--- src/rtl/core/ccpg_pkg.sv ---
`timescale 1ns / 1ps
// Shared widths, reset values and register codes of the color cube patch pattern generator.
package ccpg_pkg;

	localparam int PIX_BITS         = 12;
	localparam int LUT_BITS         = 6;
	localparam int CFG_IDX_BITS     = 2;
	localparam int CFG_DATA_BITS    = 12;

	localparam int DEF_PATCH_SIZE   = 7;
	localparam int DEF_MAX_LUT_SIZE = 33;
	localparam int DEF_COLOR_BITS   = 16;

	localparam int LUT_SIZE_MIN     = 2;

	localparam logic [LUT_BITS-1:0] RST_LUT_SIZE     = 6'd33;
	localparam logic [PIX_BITS-1:0] RST_FRAME_WIDTH  = 12'd1323;
	localparam logic [PIX_BITS-1:0] RST_FRAME_HEIGHT = 12'd1337;
	localparam logic                RST_ALPHA_EN     = 1'b1;

	typedef enum logic [CFG_IDX_BITS-1:0] {
		REG_LUT_SIZE      = 2'd0,
		REG_FRAME_WIDTH   = 2'd1,
		REG_FRAME_HEIGHT  = 2'd2,
		REG_ALPHA_ENABLED = 2'd3
	} cfg_reg_t;

endpackage

--- src/rtl/core/ccpg_if.sv ---
`timescale 1ns / 1ps
// Channel interfaces: pixel coordinates in, colors out, register writes.
interface ccpg_pix_if import ccpg_pkg::*; ();
	logic                valid;
	logic                ready;
	logic [PIX_BITS-1:0] pixel_x;
	logic [PIX_BITS-1:0] pixel_y;

	modport source (output valid, output pixel_x, output pixel_y, input ready);
	modport sink (input valid, input pixel_x, input pixel_y, output ready);
endinterface

interface ccpg_col_if import ccpg_pkg::*; #(
	parameter int COLOR_BITS = DEF_COLOR_BITS
) ();
	logic                  valid;
	logic                  ready;
	logic [COLOR_BITS-1:0] red_code;
	logic [COLOR_BITS-1:0] green_code;
	logic [COLOR_BITS-1:0] blue_code;
	logic [COLOR_BITS-1:0] alpha_code;
	logic                  in_patch;

	modport source (output valid, output red_code, output green_code, output blue_code,
		output alpha_code, output in_patch, input ready);
	modport sink (input valid, input red_code, input green_code, input blue_code,
		input alpha_code, input in_patch, output ready);
endinterface

interface ccpg_cfg_if import ccpg_pkg::*; ();
	logic                     valid;
	logic                     ready;
	logic [CFG_IDX_BITS-1:0]  index;
	logic [CFG_DATA_BITS-1:0] data;

	modport source (output valid, output index, output data, input ready);
	modport sink (input valid, input index, input data, output ready);
endinterface

--- src/rtl/core/color_cube_patch_pattern_generator.sv ---
`timescale 1ns / 1ps
// Color cube chart generator: one pixel coordinate in, that pixel's patch color out. It takes
// one pixel per clock until back pressure has filled the pipeline, and passes each through ten
// register stages: divide by patch size, patch index multiply-add, two reciprocal divides by
// the cube size for the color digits, and a reciprocal divide by cube size minus one for the
// level scaling. Every stage holds its item under back pressure, so the input stalls only
// once all stages and the output register are full. Registers must be written only while no
// pixel is in flight, which the block does not enforce; the register port never stalls.
module color_cube_patch_pattern_generator import ccpg_pkg::*; #(
	parameter int PATCH_SIZE   = DEF_PATCH_SIZE,
	parameter int MAX_LUT_SIZE = DEF_MAX_LUT_SIZE,
	parameter int COLOR_BITS   = DEF_COLOR_BITS
) (
	input  logic     clk,
	input  logic     arst_n,
	ccpg_cfg_if.sink cfg,
	ccpg_pix_if.sink pix,
	ccpg_col_if.source col
);

	localparam int SP  = PIX_BITS;
	localparam int PPW = PIX_BITS + SP + 1;
	localparam int NB  = $clog2(MAX_LUT_SIZE + 1);
	localparam int CB  = $clog2(MAX_LUT_SIZE * MAX_LUT_SIZE * MAX_LUT_SIZE);
	localparam int IB  = 2 * PIX_BITS + 1;
	localparam int SD  = 2 * NB;
	localparam int AW  = NB + COLOR_BITS;
	localparam int PBW = 2 * SD + 1;

	localparam longint unsigned MP_L   = (64'd1 << SP) / PATCH_SIZE;
	localparam logic [SP:0]     MP     = MP_L[SP:0];
	localparam logic [PIX_BITS-1:0] P_C = PIX_BITS'(PATCH_SIZE);
	localparam longint unsigned FULL_L = (64'd1 << COLOR_BITS) - 64'd1;
	localparam logic [COLOR_BITS-1:0] FULL = FULL_L[COLOR_BITS-1:0];

	// Registers
	logic [LUT_BITS-1:0] lut_size_q;
	logic [PIX_BITS-1:0] frame_width_q;
	logic [PIX_BITS-1:0] frame_height_q;
	logic                alpha_enabled_q;

	assign cfg.ready = 1'b1;

	always_ff @(posedge clk or negedge arst_n) begin
		if (!arst_n) begin
			lut_size_q      <= RST_LUT_SIZE;
			frame_width_q   <= RST_FRAME_WIDTH;
			frame_height_q  <= RST_FRAME_HEIGHT;
			alpha_enabled_q <= RST_ALPHA_EN;
		end else if (cfg.valid) begin
			unique case (cfg_reg_t'(cfg.index))
				REG_LUT_SIZE:      lut_size_q      <= cfg.data[LUT_BITS-1:0];
				REG_FRAME_WIDTH:   frame_width_q   <= cfg.data[PIX_BITS-1:0];
				REG_FRAME_HEIGHT:  frame_height_q  <= cfg.data[PIX_BITS-1:0];
				REG_ALPHA_ENABLED: alpha_enabled_q <= cfg.data[0];
				default: ;
			endcase
		end
	end

	// Cube size, saturated
	logic [NB-1:0] n_eff;
	logic [NB-1:0] d_eff;

	always_comb begin
		if (int'(lut_size_q) < LUT_SIZE_MIN) begin
			n_eff = NB'(LUT_SIZE_MIN);
		end else if (int'(lut_size_q) > MAX_LUT_SIZE) begin
			n_eff = NB'(MAX_LUT_SIZE);
		end else begin
			n_eff = NB'(lut_size_q);
		end
	end

	assign d_eff = n_eff - NB'(1);

	// Per cube size constants: n^3, reciprocals of n and n-1, FULL split by n-1
	logic [CB:0]         cube_tab [LUT_SIZE_MIN:MAX_LUT_SIZE];
	logic [CB-1:0]       rn_tab   [LUT_SIZE_MIN:MAX_LUT_SIZE];
	logic [COLOR_BITS-1:0] qf_tab [LUT_SIZE_MIN:MAX_LUT_SIZE];
	logic [NB-1:0]       rf_tab   [LUT_SIZE_MIN:MAX_LUT_SIZE];
	logic [SD:0]         rd_tab   [LUT_SIZE_MIN:MAX_LUT_SIZE];

	for (genvar g = LUT_SIZE_MIN; g <= MAX_LUT_SIZE; g++) begin : g_tab
		localparam longint unsigned CUBE_L = g * g * g;
		localparam longint unsigned RN_L   = (64'd1 << CB) / g;
		localparam longint unsigned QF_L   = FULL_L / (g - 1);
		localparam longint unsigned RF_L   = FULL_L % (g - 1);
		localparam longint unsigned RD_L   = (64'd1 << SD) / (g - 1);
		assign cube_tab[g] = CUBE_L[CB:0];
		assign rn_tab[g]   = RN_L[CB-1:0];
		assign qf_tab[g]   = QF_L[COLOR_BITS-1:0];
		assign rf_tab[g]   = RF_L[NB-1:0];
		assign rd_tab[g]   = RD_L[SD:0];
	end

	logic [CB:0]           n_cube;
	logic [CB-1:0]         n_rcp;
	logic [COLOR_BITS-1:0] full_quo;
	logic [NB-1:0]         full_rem;
	logic [SD:0]           d_rcp;

	assign n_cube   = cube_tab[n_eff];
	assign n_rcp    = rn_tab[n_eff];
	assign full_quo = qf_tab[n_eff];
	assign full_rem = rf_tab[n_eff];
	assign d_rcp    = rd_tab[n_eff];

	// Flow control
	logic vld_s1, vld_s2, vld_s3, vld_s4, vld_s5, vld_s6, vld_s7, vld_s8, vld_s9, out_vld_q;
	logic en_s1, en_s2, en_s3, en_s4, en_s5, en_s6, en_s7, en_s8, en_s9, en_o;

	assign en_o  = !out_vld_q || col.ready;
	assign en_s9 = !vld_s9 || en_o;
	assign en_s8 = !vld_s8 || en_s9;
	assign en_s7 = !vld_s7 || en_s8;
	assign en_s6 = !vld_s6 || en_s7;
	assign en_s5 = !vld_s5 || en_s6;
	assign en_s4 = !vld_s4 || en_s5;
	assign en_s3 = !vld_s3 || en_s4;
	assign en_s2 = !vld_s2 || en_s3;
	assign en_s1 = !vld_s1 || en_s2;
	assign pix.ready = en_s1;

	always_ff @(posedge clk or negedge arst_n) begin
		if (!arst_n) begin
			vld_s1    <= 1'b0;
			vld_s2    <= 1'b0;
			vld_s3    <= 1'b0;
			vld_s4    <= 1'b0;
			vld_s5    <= 1'b0;
			vld_s6    <= 1'b0;
			vld_s7    <= 1'b0;
			vld_s8    <= 1'b0;
			vld_s9    <= 1'b0;
			out_vld_q <= 1'b0;
		end else begin
			if (en_s1) vld_s1 <= pix.valid;
			if (en_s2) vld_s2 <= vld_s1;
			if (en_s3) vld_s3 <= vld_s2;
			if (en_s4) vld_s4 <= vld_s3;
			if (en_s5) vld_s5 <= vld_s4;
			if (en_s6) vld_s6 <= vld_s5;
			if (en_s7) vld_s7 <= vld_s6;
			if (en_s8) vld_s8 <= vld_s7;
			if (en_s9) vld_s9 <= vld_s8;
			if (en_o)  out_vld_q <= vld_s9;
		end
	end

	// Stage 1: reciprocal products for x, y and width divided by patch size
	logic [2:0][PIX_BITS-1:0] dv_in;
	logic [2:0][PIX_BITS-1:0] dv_s1;
	logic [2:0][PPW-1:0]      prod_s1;
	logic                     outside_s1;

	assign dv_in = {frame_width_q, pix.pixel_y, pix.pixel_x};

	always_ff @(posedge clk) begin
		if (en_s1) begin
			for (int k = 0; k < 3; k++) begin
				prod_s1[k] <= PPW'(dv_in[k]) * PPW'(MP);
			end
			dv_s1      <= dv_in;
			outside_s1 <= (pix.pixel_x >= frame_width_q) || (pix.pixel_y >= frame_height_q);
		end
	end

	// Stage 2: quotient correction
	logic [2:0][PIX_BITS-1:0] pq_est;
	logic [2:0][PIX_BITS-1:0] pq_rem;
	logic [2:0][PIX_BITS-1:0] pq_fix;
	logic [2:0][PIX_BITS-1:0] q_s2;
	logic                     outside_s2;

	always_comb begin
		for (int k = 0; k < 3; k++) begin
			pq_est[k] = prod_s1[k][SP +: PIX_BITS];
			pq_rem[k] = dv_s1[k] - PIX_BITS'(pq_est[k] * P_C);
			pq_fix[k] = (pq_rem[k] >= P_C) ? pq_est[k] + PIX_BITS'(1) : pq_est[k];
		end
	end

	always_ff @(posedge clk) begin
		if (en_s2) begin
			q_s2       <= pq_fix;
			outside_s2 <= outside_s1;
		end
	end

	// Stage 3: patch index
	logic [IB-1:0] idx_s3;
	logic          outside_s3;

	always_ff @(posedge clk) begin
		if (en_s3) begin
			idx_s3     <= IB'(q_s2[1]) * IB'(q_s2[2]) + IB'(q_s2[0]);
			outside_s3 <= outside_s2;
		end
	end

	// Stage 4: cube range check, first reciprocal product
	logic [CB-1:0]   v0_s4;
	logic [2*CB-1:0] p0_s4;
	logic            ip_s4;

	always_ff @(posedge clk) begin
		if (en_s4) begin
			ip_s4 <= !outside_s3 && (idx_s3 < IB'(n_cube));
			v0_s4 <= idx_s3[CB-1:0];
			p0_s4 <= (2*CB)'(idx_s3[CB-1:0]) * (2*CB)'(n_rcp);
		end
	end

	// Stage 5: idx / n and red digit
	logic [CB-1:0] q1_est, r1_raw, q1_fix, r1_fix;
	logic [CB-1:0] q1_s5;
	logic [NB-1:0] d0_s5;
	logic          ip_s5;

	always_comb begin
		q1_est = p0_s4[CB +: CB];
		r1_raw = v0_s4 - CB'(q1_est * CB'(n_eff));
		if (r1_raw >= CB'(n_eff)) begin
			q1_fix = q1_est + CB'(1);
			r1_fix = r1_raw - CB'(n_eff);
		end else begin
			q1_fix = q1_est;
			r1_fix = r1_raw;
		end
	end

	always_ff @(posedge clk) begin
		if (en_s5) begin
			q1_s5 <= q1_fix;
			d0_s5 <= r1_fix[NB-1:0];
			ip_s5 <= ip_s4;
		end
	end

	// Stage 6: second reciprocal product
	logic [2*CB-1:0] p1_s6;
	logic [CB-1:0]   q1_s6;
	logic [NB-1:0]   d0_s6;
	logic            ip_s6;

	always_ff @(posedge clk) begin
		if (en_s6) begin
			p1_s6 <= (2*CB)'(q1_s5) * (2*CB)'(n_rcp);
			q1_s6 <= q1_s5;
			d0_s6 <= d0_s5;
			ip_s6 <= ip_s5;
		end
	end

	// Stage 7: green and blue digits
	logic [CB-1:0] q2_est, r2_raw, q2_fix, r2_fix;
	logic [2:0][NB-1:0] dig_s7;
	logic               ip_s7;

	always_comb begin
		q2_est = p1_s6[CB +: CB];
		r2_raw = q1_s6 - CB'(q2_est * CB'(n_eff));
		if (r2_raw >= CB'(n_eff)) begin
			q2_fix = q2_est + CB'(1);
			r2_fix = r2_raw - CB'(n_eff);
		end else begin
			q2_fix = q2_est;
			r2_fix = r2_raw;
		end
	end

	always_ff @(posedge clk) begin
		if (en_s7) begin
			dig_s7[0] <= d0_s6;
			dig_s7[1] <= r2_fix[NB-1:0];
			dig_s7[2] <= q2_fix[NB-1:0];
			ip_s7     <= ip_s6;
		end
	end

	// Stage 8: k*FULL/(n-1) = k*quo + (k*rem)/(n-1)
	logic [2:0][COLOR_BITS-1:0] a_s8;
	logic [2:0][SD-1:0]         b_s8;
	logic                       ip_s8;

	always_ff @(posedge clk) begin
		if (en_s8) begin
			for (int k = 0; k < 3; k++) begin
				a_s8[k] <= COLOR_BITS'(AW'(dig_s7[k]) * AW'(full_quo));
				b_s8[k] <= SD'(dig_s7[k]) * SD'(full_rem);
			end
			ip_s8 <= ip_s7;
		end
	end

	// Stage 9: reciprocal product by n-1
	logic [2:0][PBW-1:0]        pb_s9;
	logic [2:0][COLOR_BITS-1:0] a_s9;
	logic [2:0][SD-1:0]         b_s9;
	logic                       ip_s9;

	always_ff @(posedge clk) begin
		if (en_s9) begin
			for (int k = 0; k < 3; k++) begin
				pb_s9[k] <= PBW'(b_s8[k]) * PBW'(d_rcp);
			end
			a_s9  <= a_s8;
			b_s9  <= b_s8;
			ip_s9 <= ip_s8;
		end
	end

	// Output register
	logic [2:0][SD-1:0]         qb_est, rb_raw, qb_fix;
	logic [2:0][COLOR_BITS-1:0] code;
	logic [COLOR_BITS-1:0]      red_q, green_q, blue_q, alpha_q;
	logic                       in_patch_q;

	always_comb begin
		for (int k = 0; k < 3; k++) begin
			qb_est[k] = pb_s9[k][SD +: SD];
			rb_raw[k] = b_s9[k] - SD'(qb_est[k] * SD'(d_eff));
			qb_fix[k] = (rb_raw[k] >= SD'(d_eff)) ? qb_est[k] + SD'(1) : qb_est[k];
			code[k]   = a_s9[k] + COLOR_BITS'(qb_fix[k]);
		end
	end

	always_ff @(posedge clk) begin
		if (en_o) begin
			red_q      <= ip_s9 ? code[0] : '0;
			green_q    <= ip_s9 ? code[1] : '0;
			blue_q     <= ip_s9 ? code[2] : '0;
			alpha_q    <= (ip_s9 && alpha_enabled_q) ? FULL : '0;
			in_patch_q <= ip_s9;
		end
	end

	assign col.valid      = out_vld_q;
	assign col.red_code   = red_q;
	assign col.green_code = green_q;
	assign col.blue_code  = blue_q;
	assign col.alpha_code = alpha_q;
	assign col.in_patch   = in_patch_q;

	// Checks
	a_stall_only_when_full: assert property (@(posedge clk) disable iff (!arst_n)
		!pix.ready |-> (out_vld_q && !col.ready))
		else $error("input stalled while the pipeline has room");

	a_black_outside: assert property (@(posedge clk) disable iff (!arst_n)
		(col.valid && !col.in_patch) |-> (col.red_code == '0 && col.green_code == '0 &&
		col.blue_code == '0 && col.alpha_code == '0))
		else $error("nonzero color outside a patch");

	a_digit_range: assert property (@(posedge clk) disable iff (!arst_n)
		(vld_s7 && ip_s7) |-> (dig_s7[0] < n_eff && dig_s7[1] < n_eff && dig_s7[2] < n_eff))
		else $error("color digit not below cube size");

	a_hold_on_stall: assert property (@(posedge clk) disable iff (!arst_n)
		(vld_s9 && !en_s9) |=> (vld_s9 && $stable(a_s9) && $stable(ip_s9)))
		else $error("stage 9 item changed under back pressure");

endmodule

--- src/flat_wrapper.sv ---
// flat-port wrapper written by rule: the top's interface ports become plain ports
module color_cube_patch_pattern_generator_flat import ccpg_pkg::*;
#(
	parameter int PATCH_SIZE   = DEF_PATCH_SIZE,
	parameter int MAX_LUT_SIZE = DEF_MAX_LUT_SIZE,
	parameter int COLOR_BITS   = DEF_COLOR_BITS
)
  (clk, arst_n, cfg_valid, cfg_index, cfg_data, cfg_ready, pix_valid, pix_pixel_x, pix_pixel_y, pix_ready, col_valid, col_red_code, col_green_code, col_blue_code, col_alpha_code, col_in_patch, col_ready);
  ccpg_cfg_if cfg_i ();
  ccpg_pix_if pix_i ();
  ccpg_col_if #(.COLOR_BITS(COLOR_BITS)) col_i ();
  input  logic clk;
  input  logic arst_n;
  input wire logic [$bits(cfg_i.valid)-1:0] cfg_valid;
  input wire logic [$bits(cfg_i.index)-1:0] cfg_index;
  input wire logic [$bits(cfg_i.data)-1:0] cfg_data;
  output wire logic [$bits(cfg_i.ready)-1:0] cfg_ready;
  input wire logic [$bits(pix_i.valid)-1:0] pix_valid;
  input wire logic [$bits(pix_i.pixel_x)-1:0] pix_pixel_x;
  input wire logic [$bits(pix_i.pixel_y)-1:0] pix_pixel_y;
  output wire logic [$bits(pix_i.ready)-1:0] pix_ready;
  output wire logic [$bits(col_i.valid)-1:0] col_valid;
  output wire logic [$bits(col_i.red_code)-1:0] col_red_code;
  output wire logic [$bits(col_i.green_code)-1:0] col_green_code;
  output wire logic [$bits(col_i.blue_code)-1:0] col_blue_code;
  output wire logic [$bits(col_i.alpha_code)-1:0] col_alpha_code;
  output wire logic [$bits(col_i.in_patch)-1:0] col_in_patch;
  input wire logic [$bits(col_i.ready)-1:0] col_ready;
  assign cfg_i.valid = cfg_valid;
  assign cfg_i.index = cfg_index;
  assign cfg_i.data = cfg_data;
  assign cfg_ready = cfg_i.ready;
  assign pix_i.valid = pix_valid;
  assign pix_i.pixel_x = pix_pixel_x;
  assign pix_i.pixel_y = pix_pixel_y;
  assign pix_ready = pix_i.ready;
  assign col_valid = col_i.valid;
  assign col_red_code = col_i.red_code;
  assign col_green_code = col_i.green_code;
  assign col_blue_code = col_i.blue_code;
  assign col_alpha_code = col_i.alpha_code;
  assign col_in_patch = col_i.in_patch;
  assign col_i.ready = col_ready;
  color_cube_patch_pattern_generator #(.PATCH_SIZE(PATCH_SIZE), .MAX_LUT_SIZE(MAX_LUT_SIZE), .COLOR_BITS(COLOR_BITS)) u_core (.clk(clk), .arst_n(arst_n), .cfg(cfg_i), .pix(pix_i), .col(col_i));
endmodule
--- config.mk ---
export PLATFORM = sky130hd
export DESIGN_NAME = color_cube_patch_pattern_generator_flat
export DESIGN_NICKNAME = d
export VERILOG_FILES = /design/src/rtl/core/ccpg_pkg.sv /design/src/rtl/core/ccpg_if.sv /design/src/rtl/core/color_cube_patch_pattern_generator.sv /design/src/flat_wrapper.sv
export SDC_FILE = /design/constraint.sdc
export NUM_CORES = 2
export LEC_CHECK = 0
export ABC_AREA = 1
export BUFFER_PORTS_ARGS = -buffer_cell sky130_fd_sc_hd__buf_2
export CORE_ASPECT_RATIO = 1.25
export CORE_UTILIZATION = 46
export CTS_CLUSTER_DIAMETER = 40
export DETAILED_ROUTE_END_ITERATION = 6
export SLEW_MARGIN = 0
export SYNTH_ARGS = -nofsm -noshare
export SYNTH_HDL_FRONTEND = slang
export SYNTH_SLANG_ARGS = --single-unit
export TNS_END_PERCENT = 50
--- constraint.sdc ---
create_clock -name clk -period 13.23 [get_ports clk]
set_input_delay 0.6615 -clock clk [delete_from_list [all_inputs] [get_ports clk]]
set_output_delay 0.6615 -clock clk [all_outputs]
set_load 0.02 [all_outputs]
==> run_results.csv <==
group,metric,value,unit
logic_synthesis,ys_top_cells_by_area,"fa_1 28%, edfxtp_1 17%, ha_1 15%, nand2_1 10%, inv_1 9.8%",
logic_synthesis,synth_largest_area_cell,"fa_1",
final_layout,finalNetCount,13191,
grt,busiest_layer,"met2",
timing,slew_headroom,28.7,%
cts,post_cts_buffers,0,
run_status,status,"finished, violations left",
min_path,min-delay-path-class,"in -> async",
place,io_buffer_count,109,
logic_synthesis,synth.distinct_cells,77,
grt,grt_max_degree,73,
drt,dr.pass1.iters,7,
drt,drt-total-wl,271000,microns
timing,fin_crit_sh,79.4,%
timing,final.setup.tns,0,ns
cts,clock-root-buffer,"clkbuf_16",
worst_setup_path,r2r-end,"u_core.col.green_code[12]",
logic_synthesis,synth.net_count,13208,
drt,drt-initial-drc-count,4475,
drt,via_per_inst,5.32,
timing,rsz0062_at_grt,"no",
final_layout,syn_to_final_growth,7.10,%
drt,num_vias,71665,
timing,clock.fmax,95.1,MHz
timing,maxSlewViolCount,0,
grt,met3_usage,3.00,%
floorplanning,core,193000,sq um
grt,met1_usage,31.7,%
worst_setup_path,critPathLaunchType,"flip-flop",
logic_synthesis,avgSynthCellArea,8.25,sq um
drt,drtAntennaViolNets,0,
grt,grt.overflow.total,0,
drt,wire_per_inst,20.1,microns
logic_synthesis,yosys_warnings,0,
floorplanning,die_y,495,microns
cts,cts-resized-gates,0,
timing,tightest_slew,1.07,ns
grt,antenna_found_initial,4,
timing,finalCriticalPeriod,10.51,ns
logic_synthesis,yosysTopAreaCellShare,28.5,%
grt,grt_util_all_layers,28.1,%
floorplanning,dieWidth,397,microns
logic_synthesis,ys_seq_elements,536,
worst_setup_path,slowest_stage,"buf_4",
worst_setup_path,crit_type,"reg -> reg",
cts,clkTransAtPathRegs,0.06,ns
logic_synthesis,ys.flop_type,"edfxtp_1",
grt,grt_pass1_vias,76134,
worst_setup_path,cpPeakStageDelay,0.64,ns
logic_synthesis,synth_edf_count,495,
logic_synthesis,ys_seq_area_share,17.8,%
cts,postCtsHoldBufs,0,
cts,cts_tree,"yes",
timing,skew,0.0690,ns
worst_setup_path,cp-end-kind,"flip-flop",
timing,hold_viol,0,
logic_synthesis,synth_cells,10853,
worst_setup_path,worstReg2RegStart,"u_core.lut_size_q[5]",
worst_setup_path,worstPathMaxFanout,43,
run,cap_violations,0,
worst_setup_path,worstRegToRegCells,46,
drt,drc,24,
timing,setup_violations,0,
run_status,violations,"design-rule violations",
cts,h-tree-depth,3,
logic_synthesis,ys_async_sr_fraction,7.65,%
cts,cts_sinks,536,
place,gp_congestion,0.982,
worst_setup_path,worstPathArrival,11.02,ns
worst_setup_path,cp.required,13.74,ns
grt,grt_pass1_wl,425000,microns
cts,cts_buffers,92,
place,dp_hpwl,219000,microns
worst_setup_path,ff2ff_setup_slack,2.72,ns
final_layout,drive_above_1_share,4.49,%
floorplanning,ioPinCount,111,
final_layout,layout_commonest_cell,"nand2_1",
cts,worst_skew_pair.late_latency,0.75,ns
worst_setup_path,crit_path_frequent_cell,"nor2_1",
floorplanning,start_util,46.4,%
logic_synthesis,mappedNetlistArea,89600,sq um
floorplanning,rows,180,
final_layout,final_cell_mix,"2446 x nand2_1, 2345 x inv_1, 1274 x fa_1",
grt,met2_usage,51.3,%
cts,clock_path_buffers,3,
floorplanning,dieArea,196000,sq um
==> cells in the mapped netlist (30+ instances only) <==
| cell type | number |
|---|---|
| clkbuf_1 | 194 |
| nand2_1 | 2448 |
| fa_1 | 1274 |
| nand4_1 | 103 |
| nand3_1 | 269 |
| a21oi_1 | 413 |
| buf_2 | 61 |
| edfxtp_1 | 495 |
| o21ai_0 | 267 |
| nor3_1 | 86 |
| nor2_1 | 979 |
| xnor2_1 | 103 |
| o21bai_1 | 32 |
| xor2_1 | 255 |
| ha_1 | 1038 |
| inv_1 | 2348 |
| o21a_1 | 30 |
==> worst max path at each step <==
stage,from,to,cells past startpoint
finish,u_core.lut_size_q[5],u_core.col.green_code[12],46
global route,u_core.lut_size_q[5],u_core.col.blue_code[11],44
CTS,u_core.lut_size_q[5],u_core.col.green_code[12],46
detailed placement,u_core.lut_size_q[5],u_core.col.green_code[12],46
global placement,u_core.lut_size_q[5],u_core.col.green_code[12],46
floorplan,col_ready,pix_ready,18
==> cell families (layout without fill, tap and decap cells) <==
family / after synthesis / count (layout) / synth area share [%]
AOI/OAI and AO/OA: 944 / 944 / 6.09
xor gates and xnor gates: 360 / 360 / 3.55
adders and majority gates: 2312 / 2312 / 43.0
buffers and inverters: 2709 / 2772 / 11.6
DFF: 536 / 536 / 17.8
other: 1 / 3 / 0.00419
and+or+nand+nor: 3991 / 3991 / 18.0
==> state kept, by name (all words and copies together) (netlist names), 12 cells and up <==
| register | count |
|---|---|
| u_core.dv_s1 | 36 |
| u_core.col.green_code | 16 |
| u_core.frame_width_q | 12 |
| u_core.p1_s6 | 16 |
| u_core.col.blue_code | 16 |
| u_core.col.red_code | 16 |
| u_core.v0_s4 | 16 |
| u_core.b_s9 | 36 |
| u_core.q1_s6 | 16 |
| u_core.q1_s5 | 16 |
| u_core.a_s8 | 48 |
| u_core.pb_s9 | 36 |
| u_core.frame_height_q | 12 |
| u_core.b_s8 | 36 |
| u_core.a_s9 | 48 |
| u_core.pq_est | 30 |
| u_core.q_s2 | 33 |
| u_core.dig_s7 | 18 |
| u_core.idx_s3 | 23 |
| u_core.p0_s4 | 16 |
==> metal layers <==
layer,up-vias,share of wire (%),wire length (microns)
met5,-,0.010,27
met4,4,6.4,17300
met3,672,4.9,13200
met2,2193,51,138000
met1,35465,38,102000
li1,33331,-,-
==> stage by stage <==
stage / cells / cell area (sq um) / worst slack (ns) / util, % / hold WS [ns]
final: 13466 / 95900 / 2.72 / 49.7 / 0.0463
after global routing: 13465 / 95900 / 1.70 / 49.7 / 0.0837
after CTS: 13464 / 95900 / 2.73 / 49.7 / 0.0200
after detailed placement: 13290 / 92600 / 2.74 / 48.0 / 0.405
after global placement: 13290 / 92600 / 2.92 / 48.0 / 0.400
after floorplan: 10853 / 89600 / 1.31 / - / 0.366
==> area by class of cell <==
cell class	instances	area, sq um
Clock buffer	99	2370
Tap cell	2548	3190
Sequential cell	536	15900
Inverter	2401	9020
Multi-Input combinational cell	7608	63300
Fill cell	18419	97100
Clock inverter	75	917
Timing Repair Buffer	197	1210
Antenna cell	2	5.00
==> critical path: cells and delay by family, from the launching register on <==
kind	cells	cell delay, ns
DFF	1	0.51
AOI/OAI and AO/OA	8	1.38
and+or+nand+nor	21	3.41
adders and majority gates	7	2.91
buffers and inverters	10	2.05
Power is not shown: default switching activity piles up to over one toggle a cycle in this logic, so the estimate is an artifact.
